[config.mk]
export PLATFORM = sky130hd
export DESIGN_NAME = timeout_escalation_watchdog
export DESIGN_NICKNAME = d
export VERILOG_FILES = /design/src/hdl/tew_pkg.sv /design/src/hdl/timeout_escalation_watchdog.sv /design/src/hdl/tew_core.sv
export SDC_FILE = /design/constraint.sdc
export NUM_CORES = 1
export LEC_CHECK = 0
export BUFFER_PORTS_ARGS = -buffer_cell sky130_fd_sc_hd__buf_2
export CAP_MARGIN = 20
export CORE_ASPECT_RATIO = 1.75
export CORE_MARGIN = 2
export CORE_UTILIZATION = 53
export CTS_CLUSTER_SIZE = 25
export DETAILED_ROUTE_END_ITERATION = 16
export PLACE_DENSITY = 0.76
export SLEW_MARGIN = 25
export SYNTH_ARGS = -nofsm -noshare
export SYNTH_HDL_FRONTEND = slang
export SYNTH_SLANG_ARGS = --single-unit
[constraint.sdc]
create_clock -name clk -period 3.67 [get_ports clk]
set_input_delay 0.367 -clock clk [delete_from_list [all_inputs] [get_ports clk]]
set_output_delay 0.367 -clock clk [all_outputs]
set_load 0.1 [all_outputs]
[src/hdl/tew_pkg.sv]
package tew_pkg;

  localparam int CFG_WIDTH         = 32;
  localparam int COUNT_WIDTH_DEF   = 32;
  localparam int CFG_ADDR_WIDTH    = 2;

  localparam logic [5:0] SIG_KILL     = 6'd9;
  localparam logic [5:0] SIG_TERM     = 6'd15;
  localparam logic [7:0] CODE_TIMEOUT = 8'd124;
  localparam logic [7:0] CODE_FAULT   = 8'd125;
  localparam logic [7:0] CODE_SIGBASE = 8'd128;
  localparam logic [7:0] CODE_KILLED  = 8'd137;

  typedef enum logic [2:0] {
    REQ_START  = 3'd0,
    REQ_TICK   = 3'd1,
    REQ_SIGNAL = 3'd2,
    REQ_ENDED  = 3'd3,
    REQ_FAULT  = 3'd4
  } req_type_t;

  typedef enum logic [1:0] {
    EXIT_NORMAL = 2'd0,
    EXIT_SIGNAL = 2'd1
  } exit_kind_t;

  typedef enum logic [2:0] {
    PH_IDLE   = 3'd0,
    PH_RUN    = 3'd1,
    PH_TERM   = 3'd2,
    PH_KILLED = 3'd3,
    PH_INTR   = 3'd4
  } phase_t;

  typedef enum logic [CFG_ADDR_WIDTH-1:0] {
    CFG_TIMEOUT = 2'd0,
    CFG_GRACE   = 2'd1,
    CFG_KILL    = 2'd2
  } cfg_idx_t;

  typedef struct packed {
    logic [2:0] req_type;
    logic [5:0] caller_sig;
    logic [1:0] exit_kind;
    logic [7:0] exit_value;
  } tew_in_t;

  typedef struct packed {
    logic       send_signal;
    logic [5:0] sig_num;
    logic       finished;
    logic [7:0] exit_code;
  } tew_out_t;

  typedef struct packed {
    logic [CFG_WIDTH-1:0] timeout_ticks;
    logic [CFG_WIDTH-1:0] grace_ticks;
    logic                 kill_on_timeout;
  } tew_cfg_t;

endpackage

[src/hdl/timeout_escalation_watchdog.sv]
// A result is registered: it is valid in the cycle after its input transaction is accepted.
// Throughput: one transaction per cycle; the single output register is refilled
// in the cycle it is drained, so the input stalls only while the output stalls.
// Reset (rst, synchronous): phase idle, countdown and interrupt signal zero,
// configuration registers zero, output register empty.
module timeout_escalation_watchdog import tew_pkg::*; #(
  parameter int COUNT_WIDTH = COUNT_WIDTH_DEF
) (
  input  logic                      clk,
  input  logic                      rst,
  input  logic                      in_valid,
  output logic                      in_ready,
  input  tew_in_t                   in_data,
  output logic                      out_valid,
  input  logic                      out_ready,
  output tew_out_t                  out_data,
  input  logic                      cfg_en,
  input  logic [CFG_ADDR_WIDTH-1:0] cfg_addr,
  input  logic [CFG_WIDTH-1:0]      cfg_data
);

  tew_cfg_t cfg;
  tew_out_t result;
  logic     accept;

  assign in_ready = !out_valid || out_ready;
  assign accept   = in_valid && in_ready;

  always_ff @(posedge clk) begin
    if (rst) begin
      cfg <= '0;
    end else if (cfg_en) begin
      case (cfg_addr)
        CFG_TIMEOUT: cfg.timeout_ticks   <= cfg_data;
        CFG_GRACE:   cfg.grace_ticks     <= cfg_data;
        CFG_KILL:    cfg.kill_on_timeout <= cfg_data[0];
        default: ;
      endcase
    end
  end

  tew_core #(
    .COUNT_WIDTH(COUNT_WIDTH)
  ) u_core (
    .clk    (clk),
    .rst    (rst),
    .accept (accept),
    .req    (in_data),
    .cfg    (cfg),
    .result (result)
  );

  // hold the result until taken; refill on the same edge it drains
  always_ff @(posedge clk) begin
    if (rst) begin
      out_valid <= 1'b0;
    end else if (accept) begin
      out_valid <= 1'b1;
    end else if (out_ready) begin
      out_valid <= 1'b0;
    end
  end

  always_ff @(posedge clk) begin
    if (accept) begin
      out_data <= result;
    end
  end

endmodule

[src/hdl/tew_core.sv]
module tew_core import tew_pkg::*; #(
  parameter int COUNT_WIDTH = COUNT_WIDTH_DEF
) (
  input  logic     clk,
  input  logic     rst,
  input  logic     accept,
  input  tew_in_t  req,
  input  tew_cfg_t cfg,
  output tew_out_t result
);

  phase_t                 phase, phase_next;
  logic [COUNT_WIDTH-1:0] countdown, countdown_next;
  logic [5:0]             interrupt_sig, interrupt_sig_next;

  logic [COUNT_WIDTH-1:0] timeout_load;
  logic [COUNT_WIDTH-1:0] grace_load;
  logic [COUNT_WIDTH-1:0] count_dec;
  logic                   expired;
  logic [8:0]             sig_sum;
  logic [7:0]             end_code;

  // saturate the configured counts into the counter width
  generate
    if (COUNT_WIDTH >= CFG_WIDTH) begin : g_wide
      assign timeout_load = COUNT_WIDTH'(cfg.timeout_ticks);
      assign grace_load   = COUNT_WIDTH'(cfg.grace_ticks);
    end else begin : g_narrow
      assign timeout_load = (|cfg.timeout_ticks[CFG_WIDTH-1:COUNT_WIDTH]) ?
                            '1 : cfg.timeout_ticks[COUNT_WIDTH-1:0];
      assign grace_load   = (|cfg.grace_ticks[CFG_WIDTH-1:COUNT_WIDTH]) ?
                            '1 : cfg.grace_ticks[COUNT_WIDTH-1:0];
    end
  endgenerate

  assign count_dec = (countdown != '0) ? countdown - COUNT_WIDTH'(1) : countdown;
  assign expired   = (count_dec == '0);
  assign sig_sum   = {1'b0, CODE_SIGBASE} + {1'b0, req.exit_value};

  // exit code for a child that ended
  always_comb begin
    unique case (phase)
      PH_RUN: begin
        if (req.exit_kind == EXIT_NORMAL) begin
          end_code = req.exit_value;
        end else if (req.exit_kind == EXIT_SIGNAL) begin
          end_code = sig_sum[8] ? 8'hFF : sig_sum[7:0];
        end else begin
          end_code = CODE_FAULT;
        end
      end
      PH_TERM:   end_code = CODE_TIMEOUT;
      PH_KILLED: end_code = CODE_KILLED;
      default:   end_code = CODE_SIGBASE + {2'b00, interrupt_sig};
    endcase
  end

  // next state
  always_comb begin
    phase_next         = phase;
    countdown_next     = countdown;
    interrupt_sig_next = interrupt_sig;
    if (req.req_type == REQ_START) begin
      phase_next         = PH_RUN;
      countdown_next     = timeout_load;
      interrupt_sig_next = '0;
    end else if (phase != PH_IDLE) begin
      case (req.req_type)
        REQ_TICK: begin
          countdown_next = count_dec;
          if (expired) begin
            if (phase == PH_RUN) begin
              if (cfg.kill_on_timeout) begin
                phase_next = PH_KILLED;
              end else begin
                phase_next     = PH_TERM;
                countdown_next = grace_load;
              end
            end else if (phase == PH_TERM) begin
              phase_next = PH_KILLED;
            end
          end
        end
        REQ_SIGNAL: begin
          if (req.caller_sig != '0 && phase != PH_INTR) begin
            phase_next         = PH_INTR;
            countdown_next     = grace_load;
            interrupt_sig_next = req.caller_sig;
          end
        end
        REQ_ENDED, REQ_FAULT: begin
          phase_next         = PH_IDLE;
          countdown_next     = '0;
          interrupt_sig_next = '0;
        end
        default: ;
      endcase
    end
  end

  // result for this transaction
  always_comb begin
    result = '0;
    if (phase != PH_IDLE) begin
      case (req.req_type)
        REQ_TICK: begin
          if (expired) begin
            if (phase == PH_RUN) begin
              result.send_signal = 1'b1;
              result.sig_num     = cfg.kill_on_timeout ? SIG_KILL : SIG_TERM;
            end else if (phase == PH_TERM || phase == PH_INTR) begin
              result.send_signal = 1'b1;
              result.sig_num     = SIG_KILL;
            end
          end
        end
        REQ_SIGNAL: begin
          if (req.caller_sig != '0 && phase != PH_INTR) begin
            result.send_signal = 1'b1;
            result.sig_num     = req.caller_sig;
          end
        end
        REQ_ENDED: begin
          result.send_signal = 1'b1;
          result.sig_num     = SIG_KILL;
          result.finished    = 1'b1;
          result.exit_code   = end_code;
        end
        REQ_FAULT: begin
          result.send_signal = 1'b1;
          result.sig_num     = SIG_KILL;
          result.finished    = 1'b1;
          result.exit_code   = CODE_FAULT;
        end
        default: ;
      endcase
    end
  end

  always_ff @(posedge clk) begin
    if (rst) begin
      phase         <= PH_IDLE;
      countdown     <= '0;
      interrupt_sig <= '0;
    end else if (accept) begin
      phase         <= phase_next;
      countdown     <= countdown_next;
      interrupt_sig <= interrupt_sig_next;
    end
  end

endmodule

==> metrics.md, run 1 <==
| Metric | Value |
|---|---|
| Ys flop type | dfxtp_1 |
| Largest net degree at the start of global routing | 58 |
| Dpl hpwl | 17.63 mm |
| Slew Viols, Final | 0 |
| Mapped Nets | 954 |
| Layout Utilization | 0.6841 |
| Flop pwr share | 0.322 |
| Num rows | 54 |
| TritonCTS Buffers | 17 |
| Mean Syn Cell Area | 7.520 sq um |
| CP required | 4000 ps |
| Reg2reg end | u_core.countdown[6]$_SDFFE_PP0P_ |
| Unique masters post-synth | 69 |
| Clock tree buffer depth | 2 |
| EDFF count, synth | 16 |
| Clk pwr share | 0.384 |
| Total length of routed wires | 24.76 mm |
| Slew Limit Headroom | 0.4060 |
| Commonest non-fill, non-tap cell in the layout | nand2_1 |
| Mapped Cells | 895 |
| CP Capture Type | register |
| Post-Route Skew | 7.546 ps |
| Comb pwr share | 0.294 |
| Actual slew at the worst max-slew pin | 886.1 ps |
| Share of cells above drive strength 1 | 0.2348 |
| FF-to-FF Start | u_core.countdown[16]$_SDFFE_PP0P_ |
| Vias/cell | 6.366 |
| Worst setup SP type | register |
| Layout area overhead | 26.36% |
| Syn. warnings | 0 |
| Final ANT Viol Nets | 0 |
| Die Wd | 89.19 um |
| Synth Register Bits | 123 |
| LEAKAGE | 0.003295 uW |
| Worst Setup SP | u_core.countdown[16]$_SDFFE_PP0P_ |
| Area taken by multi-input logic gates | 3910 sq um |
| Core box area | 12430 sq um |
| R2R setup slack | 70 ps |
| Pre-Repair DR Iteration Count | 8 |
| Post-route DRC | 0 |
| R2R cell count | 12 |
| Final total power | 4499 uW |
| Hold buffers post-CTS | 0 |
| HP Class | in2reg |
| Die H | 153.1 um |
| Most frequent cells in the layout | nand2_1 (184), a21oi_1 (111), dfxtp_1 (107) |
| Final Cycle Share | 0.9800 |
| Root Driver | clkbuf_16 |
| Initial Util | 0.5414 |
| Register area | 2623 sq um |
| P_int | 2989 uW |
| Final setup vio count | 0 |
| Number of DRC markers in iteration 0 | 860 |
| Seq/Total Area, Yosys | 0.3897 |
| DIE AREA | 13650 sq um |
| PD cells | 529.0 nW/um^2 |
| P_sw | 1510 uW |
| Routed via count | 7658 |
| GRT Util Overall | 0.3630 |
| Filler cell count in the final layout | 1137 |
| Switch share | 0.3356 |
| FMAX | 278.1 MHz |
| GRT overflow | 0 |
| Nets@finish | 1081 |
| Diodes inserted | 0 |
| Peak VDD IR | 368.3 uV |
| WL/cell | 20.58 um |
| Fin crit period | 3596 ps |
| IO Pins | 76 |
| Crit path DAT | 3920 ps |
| Initial antenna violation count | 0 |
| Hold_ws | 182.6 ps |
| Critical path class | reg2reg |
| H-tree depth | 4 |
| First-pass GRT wire length | 37.68 mm |
| Final hold violations | 0 |
| Vias in the first global route | 7221 |
| Crit path to | u_core.countdown[6]$_SDFFE_PP0P_ |
| Crit path max fanout | 9 |
| Asr flop ratio synth | 0 |
| Run status | complete, no violations |
| Gpl congestion | 1.090 |
| Post-Syn Area | 6730 sq um |
| Clk_lat worst skew | 420 ps |
| Maxcap violations | 0 |
| Port bufs | 75 |
| Clock sinks | 123 |
| CTS clk-pin slew, worst paths | 60 ps |
| CTS tree | yes |
-- critical path: stages, from the launching register on --
cell and delay (ps):
dfxtp_1 310, or4_4 530, or4_4 570, nor4_4 260, buf_4 190, buf_4 170
a31oi_1 110, nor2_1 150, nand4_1 200, nor4_4 410, buf_6 230, o21ai_0 100
a221oi_1 270
-- flip-flops by register name (all words and copies together) (netlist names) --
signal,count
cfg,65
out_data,16
out_valid,1
u_core.countdown,32
u_core.interrupt_sig,6
u_core.phase,3
-- final cells by class --
type | count | share of cell area
Multi-Input combinational cell | 695 | 0.4598
Sequential cell | 123 | 0.3084
Timing Repair Buffer | 172 | 0.1302
Clock buffer | 19 | 0.05326
Tap cell | 168 | 0.02472
Clock inverter | 13 | 0.01795
Inverter | 13 | 0.005738
-- how the worst min path moves through the flow --
stage,from,endpoint,slack (ps),depth (start not counted)
global placement,u_core.interrupt_sig[1]$_SDFFE_PP0P_,u_core.interrupt_sig[1]$_SDFFE_PP0P_,440,2
global route,in_valid,out_valid$_SDFFE_PP0P_,190,3
CTS,in_valid,out_valid$_SDFFE_PP0P_,180,3
floorplan,u_core.interrupt_sig[3]$_SDFFE_PP0P_,u_core.interrupt_sig[3]$_SDFFE_PP0P_,430,2
detailed placement,cfg[51]$_SDFFE_PP0P_,cfg[51]$_SDFFE_PP0P_,440,2
finish,in_valid,out_valid$_SDFFE_PP0P_,180,3
-- cell usage after synthesis, types with 7 or more instances --
cell type | n | area share
a211oi_1 | 15 | 0.017
a21oi_1 | 112 | 0.083
a221oi_1 | 16 | 0.021
buf_1 | 7 | 0.0039
clkbuf_1 | 51 | 0.028
dfxtp_1 | 107 | 0.32
edfxtp_1 | 16 | 0.071
inv_1 | 13 | 0.0073
mux2i_1 | 9 | 0.013
nand2_1 | 184 | 0.10
nand2b_1 | 8 | 0.0074
nand3_1 | 14 | 0.010
nand4_1 | 8 | 0.0074
nor2_1 | 75 | 0.042
nor3_1 | 29 | 0.022
nor4_1 | 21 | 0.020
o211ai_1 | 8 | 0.0089
o21ai_0 | 53 | 0.039
o31ai_1 | 10 | 0.011
or3_1 | 19 | 0.018
or4_1 | 9 | 0.010
xnor2_1 | 7 | 0.0091
-- stage by stage --
stage / worst slack, ps / std cells / area [sq um] / setup TNS, ps
after global routing: -22.60 / 1203 / 8504 / -31.88
after global placement: 9.736 / 1168 / 7787 / 0
final: 73.53 / 1203 / 8504 / 0
after detailed placement: -28.61 / 1168 / 7787 / -42.96
after CTS: 35.53 / 1201 / 8401 / 0
after floorplan: 98.90 / 895 / 6730 / 0
-- kinds of logic after synthesis --
kind of cell,after synthesis,share of synthesized area
adder cells (fa/ha/maj),1,0.001859
AO/OA/AOI/OAI,269,0.2474
buffers and inverters,77,0.04499
multiplexers,10,0.01506
AND/OR/NAND/NOR,402,0.2841
XOR/XNOR,13,0.01692
flip-flops,123,0.3897
-- metal layers --
layer,vias to the layer above,share of wire,GRT usage
met5,-,0.0014,0
met4,2,0.071,0.2345
met3,133,0.076,0.07127
met2,441,0.50,0.6071
met1,3572,0.36,0.4044
li1,3510,-,-
-- what timing repair did --
action                     4_1_cts  5_1_grt
gates resized for setup          0       20
setup endpoints to repair        5       34
cloned                           0        1
buffers inserted                 1        1
pin swaps                        1        5
-- power by group through the flow --
stage	Combinational, uW	Clock (uW)	Sequential [uW]
final	1320	1730	1450
after global routing	1390	1790	1450
after CTS	1240	1730	1450
after detailed placement	1220	0	1470
after global placement	1220	0	1470
after floorplan	678	0	1530
(Power assumes the default switching activity.)
==> run 2: changes to the inputs <==
CORE_UTILIZATION = 54   (was 53)
GPL_ROUTABILITY_DRIVEN = 1   (was not set)
PLACE_DENSITY = 0.77   (was 0.76)
SYNTH_HIERARCHICAL = 1   (was not set)
==> metrics.md, run 2 <==
| Metric | Value |
|---|---|
| Run status | complete, no violations |
| R2R setup slack | 50 ps |
| Top cells by area, synth | dfxtp_1 (29%), mux2i_1 (8.9%), nand2b_1 (8.7%) |
| Cell repeated most along the worst path | or4_4 |
| DIE AREA | 14450 sq um |
| Final setup vio count | 0 |
| GRT Util Overall | 0.3247 |
| Worst setup SP type | register |
| Peak VDD IR | 345.0 uV |
| Register area | 2625 sq um |
| P_int | 3191 uW |
| Most frequent cells in the layout | dfxtp_1 (105), nand2b_1 (101), buf_4 (81) |
| Largest Register | cfg |
| CP Capture Type | register |
| Worst Setup SP | u_core/countdown[10]$_SDFFE_PP0P_ |
| Syn. warnings | 6 |
| Initial antenna violation count | 0 |
| Critical path's slowest cell | or4_4 |
| Unique masters post-synth | 78 |
| Asr flop ratio synth | 0 |
| Mapped Cells | 873 |
| Routed via count | 7387 |
| Actual slew at the worst max-slew pin | 894.9 ps |
| FMAX | 276.6 MHz |
| Layout area overhead | 24.04% |
| Critical path class | reg2reg |
| Clk_lat worst skew | 420 ps |
| Root Driver | clkbuf_16 |
| Clk pwr share | 0.372 |
| Crit path max fanout | 12 |
| Fin crit period | 3615 ps |
| RSZ-0062 raised after global routing | yes |
| LEAKAGE | 0.003601 uW |
| Final total power | 4811 uW |
| CP peak stage delay | 570 ps |
| WL/cell | 19.98 um |
| Final ANT Viol Nets | 0 |
| PD cells | 533.3 nW/um^2 |
| Largest net degree at the start of global routing | 78 |
| Clock sinks | 123 |
| HP Class | in2reg |
| Cell Area, Placed | 8223 sq um |
| Share of cells above drive strength 1 | 0.2455 |
| Slew Viols, Final | 0 |
| Top cells by count, synth | dfxtp_1 (107), nand2b_1 (101), nor2_1 (67), o21ai_0 (67), mux2i_1 (65) |
| Clock tree buffer depth | 2 |
| Core box area | 13310 sq um |
| Worst path depth | 10 |
| Area taken by multi-input logic gates | 4448 sq um |
| Largest regs | cfg x65, u_core/countdown x32, out_data x16 |
| Commonest non-fill, non-tap cell in the layout | dfxtp_1 |
| Worst path cell trace | or4_4, or4_4, or3_4, or4b_4, nand4_2, and4b_1, a41o_1, buf_12, o2111ai_1, a211oi_2 |
| Diodes inserted | 0 |
| Hold buffers post-CTS | 0 |
| IO Pins | 76 |
| Post-Route Skew | 8.402 ps |
| Nets@finish | 1045 |
| Gpl congestion | 1.123 |
| Die H | 157.5 um |
| Maxcap violations | 0 |
| Final hold violations | 0 |
| Comb pwr share | 0.325 |
| Num rows | 56 |
| Pre-Repair DR Iteration Count | 6 |
| H-tree depth | 4 |
| Crit path DAT | 3880 ps |
| R2R cell count | 10 |
| Post-route DRC | 0 |
| Die Wd | 91.72 um |
| EDFF count, synth | 16 |
| Mean Syn Cell Area | 8.330 sq um |
| Vias/cell | 6.303 |
| First-pass GRT wire length | 36.45 mm |
| Ys flop type | dfxtp_1 |
| Top Layer Used | met4 |
| Worst path top cell family by delay | simple AND/OR/NAND/NOR gates |
| Largest register FFs | 65 |
| Flop pwr share | 0.303 |
| Synth Register Bits | 123 |
| Slew Limit Headroom | 0.4012 |
| Dpl hpwl | 16.45 mm |
| Number of DRC markers in iteration 0 | 661 |
| CTS tree | yes |
| Yosys top cell area share | 0.2946 |
| Bufs and invs on worst path | 1 |
| GRT overflow | 0 |
| Reg2reg end | u_core/countdown[15]$_SDFFE_PP0P_ |
| Largest area contributor in the netlist | dfxtp_1 |
| Met2 wire len | 11.45 mm |
| Seq/Total Area, Yosys | 0.3606 |
| Design Area, Final | 9020 sq um |
| Post-Syn Area | 7272 sq um |
| Switch share | 0.3367 |
| M1 WL | 8.682 mm |
| Crit path to | u_core/countdown[15]$_SDFFE_PP0P_ |
| Filler cell count in the final layout | 1139 |
| Top-count cell post-synth | dfxtp_1 |
| Hold depth | 3 |
| Vias in the first global route | 7082 |
| Port bufs | 75 |
| P_sw | 1620 uW |
| Mapped Nets | 933 |
| CTS clk-pin slew, worst paths | 60 ps |
| Initial Util | 0.5462 |
| FF-to-FF Start | u_core/countdown[10]$_SDFFE_PP0P_ |
| CP required | 3940 ps |
| TritonCTS Buffers | 17 |
| Final Cycle Share | 0.9851 |
| Wire length on met3 | 1.443 mm |
| Total length of routed wires | 23.41 mm |
run 2: cell count changes after synthesis, sizes merged, moves of 6 or more:
cell and delta:
a21oi -67, a221oi -15, a31oi +7, mux2i +56, nand2 -122, nand2b +93
nand3 +6, nor2 -8, nor3 +20, nor4 -9, o2111ai +11, o21ai +17
o31ai -7
run 2: worst min path at each step:
stage          slack, ps                                  from                                   end
2_1_floorplan        430  u_core/interrupt_sig[0]$_SDFFE_PP0P_  u_core/interrupt_sig[0]$_SDFFE_PP0P_
3_3_place_gp         440  u_core/interrupt_sig[5]$_SDFFE_PP0P_  u_core/interrupt_sig[5]$_SDFFE_PP0P_
3_5_place_dp         440  u_core/interrupt_sig[0]$_SDFFE_PP0P_  u_core/interrupt_sig[0]$_SDFFE_PP0P_
4_1_cts              190                              in_valid                out_valid$_SDFFE_PP0P_
5_1_grt              210                              in_valid                out_valid$_SDFFE_PP0P_
6_report             190                              in_valid                out_valid$_SDFFE_PP0P_
run 2: cells by family after synthesis:
| family | count (synthesis) | synth area share |
|---|---|---|
| AO/OA/AOI/OAI | 219 | 0.2010 |
| XOR/XNOR | 13 | 0.01566 |
| adder cells (fa/ha/maj) | 2 | 0.003441 |
| buffers and inverters | 77 | 0.05041 |
| flip-flops | 123 | 0.3606 |
| multiplexers | 65 | 0.08947 |
| AND/OR/NAND/NOR | 374 | 0.2794 |
run 2: final cells by class:
cell class | count | share of cell area
multi-input combinational | 673 | 0.4931
clock buffer | 19 | 0.05035
sequential | 123 | 0.2910
timing repair buffer | 159 | 0.1174
tap | 174 | 0.02414
inverter | 11 | 0.004578
clock inverter | 13 | 0.01942
run 2: tightest hold or removal path, cell delays in order:
cell     delay [ps]
buf_2           100
inv_1            40
a21oi_1          50
run 2: through the flow:
step / cells / setup WS [ps] / hold WS [ps] / setup TNS, ps / utilization
3_5_place_dp: 1139 / -203.1 / 441.2 / -3628 / 0.6177
2_1_floorplan: 873 / 93.46 / 428.4 / 0 / -
6_report: 1172 / 54.82 / 194.7 / 0 / 0.6775
3_3_place_gp: 1139 / -183.9 / 435.5 / -2890 / 0.6177
5_1_grt: 1172 / -41.23 / 214.8 / -41.23 / 0.6775
4_1_cts: 1171 / 39.88 / 188.6 / 0 / 0.6697
run 2: repair_timing:
action | in CTS | in global routing
setup buffers | 0 | 1
pin swaps | 2 | 8
resized for setup | 10 | 20
setup endpoints to repair | 37 | 38
run 2: per-layer routing:
metal	vias to the layer above	track usage
met2	380	0.5609
met5	-	0
met1	3456	0.3510
li1	3416	-
met3	135	0.06079
met4	0	0.2388
run 2: power by group through the flow:
stage                     logic (uW)  clock network, uW  registers [uW]
after global placement          1400                  0            1480
after floorplan                  797                  0            1540
after global routing            1650               1870            1460
after detailed placement        1410                  0            1480
after CTS                       1460               1810            1460
final                           1560               1790            1460
